==> config.mk <==
export PLATFORM = sky130hd
export DESIGN_NAME = transparent_column_post_encoder
export DESIGN_NICKNAME = d
export VERILOG_FILES = /design/src/tcpe_pkg.sv /design/src/tcpe_step.sv /design/src/transparent_column_post_encoder.sv
export VERILOG_INCLUDE_DIRS = /design/src /design/src/src
export SDC_FILE = /design/constraint.sdc
export NUM_CORES = 1
export LEC_CHECK = 0
export ABC_AREA = 1
export ABC_CLOCK_PERIOD_IN_PS = 5900
export BUFFER_PORTS_ARGS = -buffer_cell sky130_fd_sc_hd__buf_2
export CORE_ASPECT_RATIO = 1.4
export CORE_MARGIN = 3
export CORE_UTILIZATION = 45
export DETAILED_ROUTE_END_ITERATION = 8
export GPL_ROUTABILITY_DRIVEN = 0
export HOLD_SLACK_MARGIN = 0.02
export PLACE_DENSITY_LB_ADDON = 0.12
export SLEW_MARGIN = 0
export SYNTH_ARGS = -nofsm -noshare
export SYNTH_HDL_FRONTEND = slang
export SYNTH_SLANG_ARGS = --single-unit
export TNS_END_PERCENT = 30
==> constraint.sdc <==
create_clock -name clk -period 5.9 [get_ports clk]
set_input_delay 0 -clock clk [delete_from_list [all_inputs] [get_ports clk]]
set_output_delay 0 -clock clk [all_outputs]
set_load 0.1 [all_outputs]
==> src/transparent_column_post_encoder_assert.svh <==
// Assertion macros for the post encoder module.
`ifndef TRANSPARENT_COLUMN_POST_ENCODER_ASSERT_SVH
`define TRANSPARENT_COLUMN_POST_ENCODER_ASSERT_SVH

// Checks that a condition holds at every clock edge outside reset.
`define TCPE_ASSERT_ALWAYS(label, cond) \
  label: assert property (@(posedge clk) disable iff (rst) (cond)) \
    else $error("tcpe: invariant violated");

// Checks that a consequence holds in the same cycle as its trigger.
`define TCPE_ASSERT_IMPLIES(label, ante, cons) \
  label: assert property (@(posedge clk) disable iff (rst) (ante) |-> (cons)) \
    else $error("tcpe: implication violated");

`endif

==> src/tcpe_pkg.sv <==
`timescale 1ns / 1ps
// ----------------------------------------------------------------------------
// tcpe_pkg
// Types and constants shared by the transparent column post encoder.
// ----------------------------------------------------------------------------
package tcpe_pkg;

  localparam int unsigned HEIGHT_W     = 15;
  localparam int unsigned PIX_W        = 8;
  localparam int unsigned CFG_DATA_W   = 15;
  localparam int unsigned CFG_INDEX_W  = 2;
  localparam int unsigned RESULT_SLOTS = 5;
  localparam int unsigned COUNT_W      = $clog2(RESULT_SLOTS + 1);
  localparam int unsigned SLOT_W       = $clog2(RESULT_SLOTS);

  localparam logic [PIX_W-1:0] TALL_MARK = 8'd254;
  localparam logic [HEIGHT_W-1:0] HEIGHT_RESET = 15'd128;

  localparam logic [CFG_INDEX_W-1:0] REG_IMAGE_HEIGHT = 2'd0;
  localparam logic [CFG_INDEX_W-1:0] REG_KEY_ENABLE   = 2'd1;
  localparam logic [CFG_INDEX_W-1:0] REG_KEY_VALUE    = 2'd2;

  typedef enum logic [1:0] {
    KIND_PIXEL      = 2'd0,
    KIND_POST       = 2'd1,
    KIND_COLUMN_END = 2'd2
  } kind_t;

  typedef struct packed {
    logic [HEIGHT_W-1:0] image_height;
    logic                key_enable;
    logic [PIX_W-1:0]    key_value;
  } cfg_t;

  typedef struct packed {
    logic [HEIGHT_W-1:0] row_count;
    logic [PIX_W-1:0]    run_offset;
    logic                post_open;
    logic                past_tall_marker;
    logic [PIX_W-1:0]    post_start;
    logic [PIX_W-1:0]    post_count;
    logic [PIX_W-1:0]    first_pixel;
    logic [PIX_W-1:0]    last_pixel;
  } col_state_t;

  typedef struct packed {
    kind_t            kind;
    logic [PIX_W-1:0] pixel_value;
    logic [PIX_W-1:0] post_offset;
    logic [PIX_W-1:0] post_length;
    logic [PIX_W-1:0] pad_first;
    logic [PIX_W-1:0] pad_last;
    logic             last_of_run;
  } result_t;

endpackage

==> src/tcpe_step.sv <==
`timescale 1ns / 1ps
// ----------------------------------------------------------------------------
// tcpe_step
// Combinational update for one pixel: next column state and the ordered
// list of results that the pixel causes.
// ----------------------------------------------------------------------------
module tcpe_step (
  input  logic [tcpe_pkg::PIX_W-1:0]   pixel,
  input  tcpe_pkg::cfg_t               cfg,
  input  tcpe_pkg::col_state_t         cur,
  output tcpe_pkg::col_state_t         nxt,
  output tcpe_pkg::result_t            slots [tcpe_pkg::RESULT_SLOTS],
  output logic [tcpe_pkg::COUNT_W-1:0] count
);

  function automatic tcpe_pkg::result_t make_result(
    input tcpe_pkg::kind_t            k,
    input logic [tcpe_pkg::PIX_W-1:0] pix,
    input logic [tcpe_pkg::PIX_W-1:0] off,
    input logic [tcpe_pkg::PIX_W-1:0] len,
    input logic [tcpe_pkg::PIX_W-1:0] pf,
    input logic [tcpe_pkg::PIX_W-1:0] pl
  );
    tcpe_pkg::result_t r;
    r.kind        = k;
    r.pixel_value = pix;
    r.post_offset = off;
    r.post_length = len;
    r.pad_first   = pf;
    r.pad_last    = pl;
    r.last_of_run = 1'b0;
    return r;
  endfunction

  always_comb begin
    tcpe_pkg::result_t             cand [tcpe_pkg::RESULT_SLOTS];
    logic [tcpe_pkg::RESULT_SLOTS-1:0] cand_valid;
    tcpe_pkg::col_state_t          s;
    logic                          marker;
    logic                          opaque;
    logic                          column_end;
    logic [tcpe_pkg::HEIGHT_W-1:0] rows;
    logic [tcpe_pkg::COUNT_W-1:0]  n;

    s      = cur;
    marker = (cur.run_offset == tcpe_pkg::TALL_MARK);
    opaque = !cfg.key_enable || (pixel != cfg.key_value);

    cand[0] = make_result(tcpe_pkg::KIND_POST, '0, cur.post_start, cur.post_count,
                          cur.first_pixel, cur.last_pixel);
    cand_valid[0] = marker && cur.post_open;
    cand[1] = make_result(tcpe_pkg::KIND_POST, '0, tcpe_pkg::TALL_MARK, '0, '0, '0);
    cand_valid[1] = marker;
    if (marker) begin
      s.post_open        = 1'b0;
      s.past_tall_marker = 1'b1;
      s.run_offset       = '0;
      if (cur.post_open) begin
        s.post_count = '0;
      end
    end

    if (opaque) begin
      cand[2]       = make_result(tcpe_pkg::KIND_PIXEL, pixel, '0, '0, '0, '0);
      cand_valid[2] = 1'b1;
      if (!s.post_open) begin
        s.post_start  = s.run_offset;
        if (s.past_tall_marker) begin
          s.run_offset = '0;
        end
        s.post_open   = 1'b1;
        s.post_count  = '0;
        s.first_pixel = pixel;
      end
      s.post_count = s.post_count + 8'd1;
      s.last_pixel = pixel;
    end else begin
      cand[2] = make_result(tcpe_pkg::KIND_POST, '0, s.post_start, s.post_count,
                            s.first_pixel, s.last_pixel);
      cand_valid[2] = s.post_open;
      s.post_open   = 1'b0;
      if (s.post_open != cand_valid[2]) begin
        s.post_count = '0;
      end
    end

    s.run_offset = s.run_offset + 8'd1;
    rows         = cur.row_count + 15'd1;
    s.row_count  = rows;
    column_end   = (rows >= cfg.image_height) || (rows == '0);

    cand[3] = make_result(tcpe_pkg::KIND_POST, '0, s.post_start, s.post_count,
                          s.first_pixel, s.last_pixel);
    cand_valid[3] = column_end && s.post_open;
    cand[4] = make_result(tcpe_pkg::KIND_COLUMN_END, '0, '0, '0, '0, '0);
    cand_valid[4] = column_end;
    if (column_end) begin
      s = '0;
    end

    for (int k = 0; k < tcpe_pkg::RESULT_SLOTS; k++) begin
      slots[k] = '0;
    end
    n = '0;
    for (int i = 0; i < tcpe_pkg::RESULT_SLOTS; i++) begin
      if (cand_valid[i]) begin
        slots[n[tcpe_pkg::SLOT_W-1:0]] = cand[i];
        n = n + tcpe_pkg::COUNT_W'(1);
      end
    end
    for (int k = 0; k < tcpe_pkg::RESULT_SLOTS; k++) begin
      slots[k].last_of_run = (tcpe_pkg::COUNT_W'(k) == (n - tcpe_pkg::COUNT_W'(1)));
    end

    nxt   = s;
    count = n;
  end

endmodule

==> src/transparent_column_post_encoder.sv <==
`timescale 1ns / 1ps
// ----------------------------------------------------------------------------
// transparent_column_post_encoder
// Splits column-major palette pixels into posts of opaque pixels, echoing
// each opaque pixel and closing posts with offset, length and pad bytes.
//
//   channel  direction  handshake              payload
//   in       sink       in_valid / in_ready    pixel
//   out      source     out_valid / out_ready  kind .. last_of_run
//   cfg      sink       cfg_write              cfg_index, cfg_data
//
// A pixel is held in the input register until the result slots are free, then
// the results it causes, none to five, are loaded into the result slots together.
// The result slots drain one transaction per cycle while out_ready is high, and
// a pixel's results are loaded as the last result of the one before is taken.
// Reset clears the column state and the slot count and returns the
// registers to their reset values.
// A stall on out holds the slots and, once the input register is full,
// stalls in as well.
// ----------------------------------------------------------------------------
`include "transparent_column_post_encoder_assert.svh"

module transparent_column_post_encoder (
  input  logic                                clk,
  input  logic                                rst,
  input  logic                                in_valid,
  output logic                                in_ready,
  input  logic [tcpe_pkg::PIX_W-1:0]          pixel,
  output logic                                out_valid,
  input  logic                                out_ready,
  output logic [1:0]                          kind,
  output logic [tcpe_pkg::PIX_W-1:0]          pixel_value,
  output logic [tcpe_pkg::PIX_W-1:0]          post_offset,
  output logic [tcpe_pkg::PIX_W-1:0]          post_length,
  output logic [tcpe_pkg::PIX_W-1:0]          pad_first,
  output logic [tcpe_pkg::PIX_W-1:0]          pad_last,
  output logic                                last_of_run,
  input  logic                                cfg_write,
  input  logic [tcpe_pkg::CFG_INDEX_W-1:0]    cfg_index,
  input  logic [tcpe_pkg::CFG_DATA_W-1:0]     cfg_data
);

  tcpe_pkg::cfg_t               cfg;
  tcpe_pkg::col_state_t         col_state;
  tcpe_pkg::col_state_t         col_state_next;
  logic                         in_full;
  logic [tcpe_pkg::PIX_W-1:0]   pixel_reg;
  tcpe_pkg::result_t            slots [tcpe_pkg::RESULT_SLOTS];
  tcpe_pkg::result_t            slots_next [tcpe_pkg::RESULT_SLOTS];
  logic [tcpe_pkg::COUNT_W-1:0] count;
  logic [tcpe_pkg::COUNT_W-1:0] count_next;
  logic                         slots_free;
  logic                         process;
  logic                         out_take;

  always_ff @(posedge clk) begin
    if (rst) begin
      cfg.image_height <= tcpe_pkg::HEIGHT_RESET;
      cfg.key_enable   <= 1'b0;
      cfg.key_value    <= '0;
    end else if (cfg_write) begin
      unique case (cfg_index)
        tcpe_pkg::REG_IMAGE_HEIGHT: cfg.image_height <= cfg_data;
        tcpe_pkg::REG_KEY_ENABLE:   cfg.key_enable   <= cfg_data[0];
        tcpe_pkg::REG_KEY_VALUE:    cfg.key_value    <= cfg_data[tcpe_pkg::PIX_W-1:0];
        default: begin
        end
      endcase
    end
  end

  assign out_take   = out_valid && out_ready;
  assign slots_free = (count == '0) || ((count == tcpe_pkg::COUNT_W'(1)) && out_ready);
  assign process    = in_full && slots_free;
  assign in_ready   = !in_full || process;
  assign out_valid  = (count != '0);

  always_ff @(posedge clk) begin
    if (rst) begin
      in_full <= 1'b0;
    end else if (in_ready) begin
      in_full <= in_valid;
    end
  end

  always_ff @(posedge clk) begin
    if (in_valid && in_ready) begin
      pixel_reg <= pixel;
    end
  end

  tcpe_step u_step (
    .pixel (pixel_reg),
    .cfg   (cfg),
    .cur   (col_state),
    .nxt   (col_state_next),
    .slots (slots_next),
    .count (count_next)
  );

  always_ff @(posedge clk) begin
    if (rst) begin
      col_state <= '0;
    end else if (process) begin
      col_state <= col_state_next;
    end
  end

  always_ff @(posedge clk) begin
    if (rst) begin
      count <= '0;
    end else if (process) begin
      count <= count_next;
    end else if (out_take) begin
      count <= count - tcpe_pkg::COUNT_W'(1);
    end
  end

  always_ff @(posedge clk) begin
    if (process) begin
      slots <= slots_next;
    end else if (out_take) begin
      for (int k = 0; k < tcpe_pkg::RESULT_SLOTS - 1; k++) begin
        slots[k] <= slots[k+1];
      end
    end
  end

  assign kind        = slots[0].kind;
  assign pixel_value = slots[0].pixel_value;
  assign post_offset = slots[0].post_offset;
  assign post_length = slots[0].post_length;
  assign pad_first   = slots[0].pad_first;
  assign pad_last    = slots[0].pad_last;
  assign last_of_run = slots[0].last_of_run;

  `TCPE_ASSERT_ALWAYS(a_count_bound, count <= tcpe_pkg::COUNT_W'(tcpe_pkg::RESULT_SLOTS))
  `TCPE_ASSERT_ALWAYS(a_offset_bound, col_state.run_offset <= tcpe_pkg::TALL_MARK)
  `TCPE_ASSERT_IMPLIES(a_last_marks_end, out_valid, last_of_run == (count == tcpe_pkg::COUNT_W'(1)))
  `TCPE_ASSERT_IMPLIES(a_closed_post_empty, !col_state.post_open, col_state.post_count == '0)
  `TCPE_ASSERT_IMPLIES(a_stall_only_when_full, !in_ready, in_full && out_valid)

endmodule

* Yosys cells after proc, flatten, opt, wreduce, memory -nomap -nowiden
Cells that the tools add are included.
Word-level totals: bits in registers 308, bits of input ports 30, output and inout bits 45, logic and storage cells 151
Operators by class: $add $sub $neg 9, order comparisons 9, equal/unequal tests 9, multiplexer cells 40, bitwise logic cells 10, reduce and logical (&&, ||, !) cells 25
Operators by type and width (count):
- 215-bit two-way mux | 4
- 43-bit demux with 3-bit select | 4
- 215-bit bitwise mux | 2
- 172-bit two-way mux | 2
- 210-bit bitwise AND | 1
- 210-bit NOT | 1
- 175-bit bitwise AND | 1
- 175-bit NOT | 1
- 43-bit two-way mux | 4
- 42-bit two-way mux | 2
- 57-bit two-way mux | 1
- 8-bit two-way mux | 7
- 24-bit two-way mux | 2
- 40-bit bitwise OR | 1
- 3-bit two-way mux | 6
- 8-bit by 1-bit adder with 8-bit output (second input constant) | 2
- 4-bit >= comparator (second input constant) | 4
- 4-bit by 1-bit less-than comparator with 1-bit output (second input constant) | 4
- 16-bit two-way mux | 1
- 15-bit by 1-bit adder with 15-bit output (second input constant) | 1
- 15-bit >= comparator | 1
- 15-bit zero test | 1
- 3-bit NOT with 4-bit output | 3
- 1-bit logical AND | 10
- other kinds (23) | 36

* Logic depth before layout (Yosys ltp)
depth in word-level cells 18, mapped depth 29

* Hierarchy
A second synthesis with hierarchy kept.
Second synthesis, totals: cell total of the unflattened synthesis 2028, area, all modules 16231.8 sq um
By module, submodules not included:
- transparent_column_post_encoder | times used 1, cells an instance 1216, area each 12251.8 sq um
- tcpe_step | times used 1, cells an instance 812, area each 3980.1 sq um

* Least setup slack after synthesis
Ideal clock, no wire load.
kind reg-to-reg, start register count[0] (netlist bit), end register count[0] (netlist bit), arrival time 5.509 ns, required time 5.816 ns, setup slack 0.307 ns, cell stages (with the launch flop) 8, path buffers 0, clock period less this slack 5.593 ns, cell sequence dfxtp_1 > inv_1 > ha_1 > nand2_1 > o21ai_0 > inv_1 > o21ai_0 > a21oi_1
RTL lines:
- start: declaration | RTL line transparent_column_post_encoder.sv:50 | logic [tcpe_pkg::COUNT_W-1:0] count;
- start signal: assignment | RTL line transparent_column_post_encoder.sv:113 | count <= count_next;
- start signal: assignment | RTL line transparent_column_post_encoder.sv:115 | count <= count - tcpe_pkg::COUNT_W'(1);
- 3-bit nonzero test | RTL line transparent_column_post_encoder.sv:76 | assign out_valid = (count != '0);
- net out_valid | RTL line transparent_column_post_encoder.sv:29 | output logic out_valid,
- 1-bit logical AND | RTL line transparent_column_post_encoder.sv:72 | assign out_take = out_valid && out_ready;
- 2-bit nonzero test (no line)
The timed path passes the listed nets, and every way through them passes these cells. The select of a mux whose other input is x is not followed. A chain may end at the register's enable or synchronous reset.

* Worst setup path after layout
start register col_state[42] (netlist bit), end register slots (netlist bit post_offset[3]) (data pin)
On the way: word-level cells in the longest chain between the ends 14
RTL lines:
- start: declaration | RTL line transparent_column_post_encoder.sv:44 | tcpe_pkg::col_state_t col_state;
- start signal: assignment | RTL line transparent_column_post_encoder.sv:105 | col_state <= col_state_next;
- 15-bit by 1-bit adder with 15-bit output * | RTL line tcpe_step.sv:88 | rows = cur.row_count + 15'd1;
- 15-bit >= comparator / 15-bit zero test (equally long branches) | RTL line tcpe_step.sv:90 | column_end = (rows >= cfg.image_height) || (rows == '0);
- 1-bit logical OR * | RTL line tcpe_step.sv:90
- 1-bit logical AND | RTL line tcpe_step.sv:94 | cand_valid[3] = column_end && s.post_open;
- 3-bit two-way mux | RTL line tcpe_step.sv:106 | if (cand_valid[i]) begin
- 3-bit NOT with 4-bit output (not written as such) | RTL line tcpe_step.sv:107 | slots[n[tcpe_pkg::SLOT_W-1:0]] = cand[i];
- 4-bit >= comparator (not written as such) / 4-bit by 1-bit less-than comparator with 1-bit output (equally long branches) | RTL line tcpe_step.sv:107
- 1-bit logical AND (not written as such) | RTL line tcpe_step.sv:107
- 43-bit two-way mux (not written as such) | RTL line tcpe_step.sv:107
- 43-bit demux with 3-bit select | RTL line tcpe_step.sv:107
- 210-bit NOT (no line)
- 210-bit bitwise AND (no line)
- 215-bit two-way mux * | RTL line tcpe_step.sv:106
- 172-bit two-way mux * | RTL line transparent_column_post_encoder.sv:120 | if (process) begin
- end signal: assignment | RTL line transparent_column_post_encoder.sv:121 | slots <= slots_next;
- end signal: indexed assignment | RTL line transparent_column_post_encoder.sv:124 | slots[k] <= slots[k+1];
- end: declaration | RTL line transparent_column_post_encoder.sv:48 | tcpe_pkg::result_t slots [tcpe_pkg::RESULT_SLOTS];
Every way passes the cells marked *; elsewhere a longest branch is shown, timed or not.

==> flow_metrics.py <==
metrics = {
    "run_status": {
        "status": "completed",
    },
    "global_routing": {
        "groute.usage.overall": 0.1912,
        "top_usage_layer": "met2",
        "grt_pass1_wl_um": 52140,
        "met2_usage": 0.3143,
        "grt_util_met3": 0.02026,
        "antenna_found_initial": 0,
        "use_met1": 0.2627,
        "grt_max_degree": 116,
        "grt_pass1_vias": 9919,
        "overflow": 0,
    },
    "critical_path": {
        "worst-r2r-setup-slack_ns": 1.64,
        "critical_path_arrival_ns": 4.57,
        "cp_num_buf_inv": 2,
        "crit_required_ns": 6.21,
        "critPathTopFamily": "simple AND/OR/NAND/NOR gates",
        "cp-start-kind": "flip-flop",
        "crit_path_max_fanout": 35,
        "crit_top_cell": "nand2_1",
        "endpoint_kind": "flip-flop",
        "path_cells": "ha_1 -> nand3_1 -> inv_2 -> nand3_1 -> nand2_1 -> inv_1 -> ha_1 -> nand2_1 -> nor3_1 -> nand3_1 -> nor2_1 -> nor2_1 -> nand2_1 -> nor2_2 -> nand2_2 -> nand2_1 -> nand2_1 -> nand2_4 -> nor2_4 -> nand3_4 -> nand2_2 -> o21ai_0",
        "cpPeakStageDelay_ns": 0.41,
        "worst-setup-path-type": "reg -> reg",
        "reg2reg_from": "col_state[42]",
        "reg2reg_depth": 22,
        "reg2reg_to": "post_offset[3]",
        "slowest_stage": "nand2_2",
    },
    "power_and_ir_drop": {
        "irDropWorstVdd_mv": 0.3712,
        "power_density_nw_per_um2": 534.7,
        "leakage_nw": 6.550,
    },
    "detailed_routing": {
        "num_vias": 10289,
        "drt_iter0_drc": 659,
        "dr.pass1.iters": 7,
        "ant_nets": 0,
        "drc": 0,
        "routed_wl_um": 32010,
        "post_drt_wl_per_cell_um": 15.75,
        "via_per_inst": 5.063,
    },
    "min_path": {
        "min_path_cells": 3,
        "min_to": "col_state[36]",
        "holdCritPathClass": "in -> reg",
        "hold_start": "rst",
    },
    "yosys": {
        "synth_top_area_cell": "edfxtp_1",
        "yosysWarnings": 0,
        "ys_ff_latch": 300,
        "synthesis.area_um2": 14110,
        "syn_area_per_cell_um2": 9.173,
        "yosys-top-cells-area": "edfxtp_1 46%, dfxtp_1 12%, nand2_1 11%",
        "synth_edf_count": 215,
        "seq_area_frac_synth": 0.5782,
        "yosysTopAreaCellShare": 0.4576,
        "synthCells": 1538,
        "ys_dominant_reg_cell": "edfxtp_1",
        "ys_types": 44,
        "async_reset_ff_frac": 0,
    },
    "finish": {
        "largestRegisters": "slots x164, col_state x57, cfg x24",
        "drive_above_1_share": 0.1096,
        "multi_input_area_um2": 4940,
        "nets": 1671,
        "fillers": 2847,
        "largest_reg_flops": 164,
        "final_cell_count_no_fill": 2032,
        "area_growth_pct": 13.12,
        "seq_area_um2": 8158,
        "final_common_cell": "nand2_1",
        "n_antenna_cell": 0,
        "top_register": "slots",
        "final_util": 0.5180,
        "final_cell_mix": "415 x nand2_1, 215 x edfxtp_1, 136 x inv_1",
    },
    "timing": {
        "report.final.slew_viol_count": 0,
        "hold_viol": 0,
        "period_share": 0.7222,
        "skew_ns": 0.01376,
        "whs_ns": 0.1082,
        "post-route-min-period_ns": 4.261,
        "setup_viol": 0,
        "slew_headroom": 0.3035,
        "tightest_slew_ns": 1.045,
        "rsz0062_at_grt": "false",
        "tns_ns": 0,
        "clock.fmax_mhz": 234.7,
        "timing.final.ws_setup_ns": 1.639,
    },
    "clock_network": {
        "cts_inserted_buffers": 29,
        "ctsRootBufferMaster": "clkbuf_16",
        "clockBufferDepth": 3,
        "h-tree-depth": 1,
        "clock_sinks": 300,
        "cts_resized": 0,
        "cts_tree": "yes",
        "clock_latency_ns": 0.57,
        "clk_pin_slew_ns": 0.06,
    },
    "place": {
        "dp_slack_ns": 1.620,
        "dp_cells": 1946,
        "hpwl_um": 20820,
        "io_buffers": 74,
    },
    "floorplan": {
        "io_pins": 75,
        "rows": 76,
        "start_util": 0.4579,
        "die_y_um": 215.5,
        "dieArea_um2": 33540,
        "die_w_um": 155.6,
        "core_area_um2": 30810,
    },
    "flow_run": {
        "cap_violations": 0,
    },
}
[final cells by class]
class                           count  area share
Timing Repair Buffer              120     0.04986
Clock inverter                     22     0.01827
Multi-Input combinational cell   1023      0.3095
Clock buffer                       32     0.04618
Tap cell                          390     0.03058
Sequential cell                   300      0.5112
Inverter                          145     0.03442
[stage by stage]
stage	cell area (µm²)	total power, mW
floorplan	14260	6.238
global placement	14610	6.532
detailed placement	14610	6.567
CTS	15960	8.619
global route	15960	8.981
finish	15960	8.534
[power breakdown]
group	switching [mW]	leakage [nW]	internal (mW)
Clock	0.816	0.501	1.21
Sequential	0.215	2.79	3.39
Combinational	2.38	3.25	0.527
Total	3.41	6.55	5.13
[how the worst max path moves through the flow]
stage                     endpoint  depth (start not counted)           from  slack [ns]
detailed placement  post_offset[3]                         22  col_state[42]        1.62
finish              post_offset[3]                         22  col_state[42]        1.64
global route        post_offset[6]                         21  col_state[44]        1.14
CTS                 post_offset[3]                         22  col_state[42]        1.60
global placement    post_offset[6]                         21  col_state[44]        1.79
floorplan                 count[0]                          7       count[0]        0.31
[kinds of logic (layout without fill, tap and decap cells)]
group                    Yosys count  count (layout)  share of synthesized area
AO/OA/AOI/OAI                    245             245                    0.09675
XOR/XNOR                           9               9                   0.005587
adder cells (fa/ha/maj)           22              22                    0.01951
buffers and inverters            255             319                    0.08336
flip-flops                       300             300                     0.5782
multiplexers                       3               3                   0.002128
other                              1              41                  0.0002658
AND/OR/NAND/NOR                  703             703                     0.2142
[per-layer routing]
layer / wire, µm / vias to the layer above
met4: 1083 / 0
li1: - / 5260
met5: 0 / -
met2: 15060 / 237
met1: 14330 / 4734
met3: 1539 / 58
[cells in the mapped netlist (2+ instances only)]
cell type and number:
edfxtp_1 215, buf_4 46, ha_1 22, nor3_2 3, nor2_4 3, nor3_1 16
clkbuf_1 49, inv_1 137, nor4_1 3, nor2_1 120, o21bai_1 2, a21oi_1 105
nand3b_1 2, a32o_1 20, o22ai_1 3, nand3_2 6, o21ai_1 4, nor2_2 8
xor2_1 6, o21ai_0 100, mux2i_1 3, buf_1 3, inv_2 7, dfxtp_1 85
nand3_4 2, xnor2_1 3, buf_2 7, nand2_2 8, a211oi_1 4, nand4_1 21
nand2_1 416, nand2_4 2, o211ai_1 3, buf_6 5, nand3_1 90
[what timing repair did]
item,CTS,global route
endpoints found under the setup margin,0,0
hold buffers,32,0
endpoints found under the hold margin,41,0
setup buffers,0,0
[worst min-delay path: stages]
cell	delay [ns]
buf_2	0.11
buf_4	0.35
nor2_1	0.17
Power figures use the tool's default switching activity.
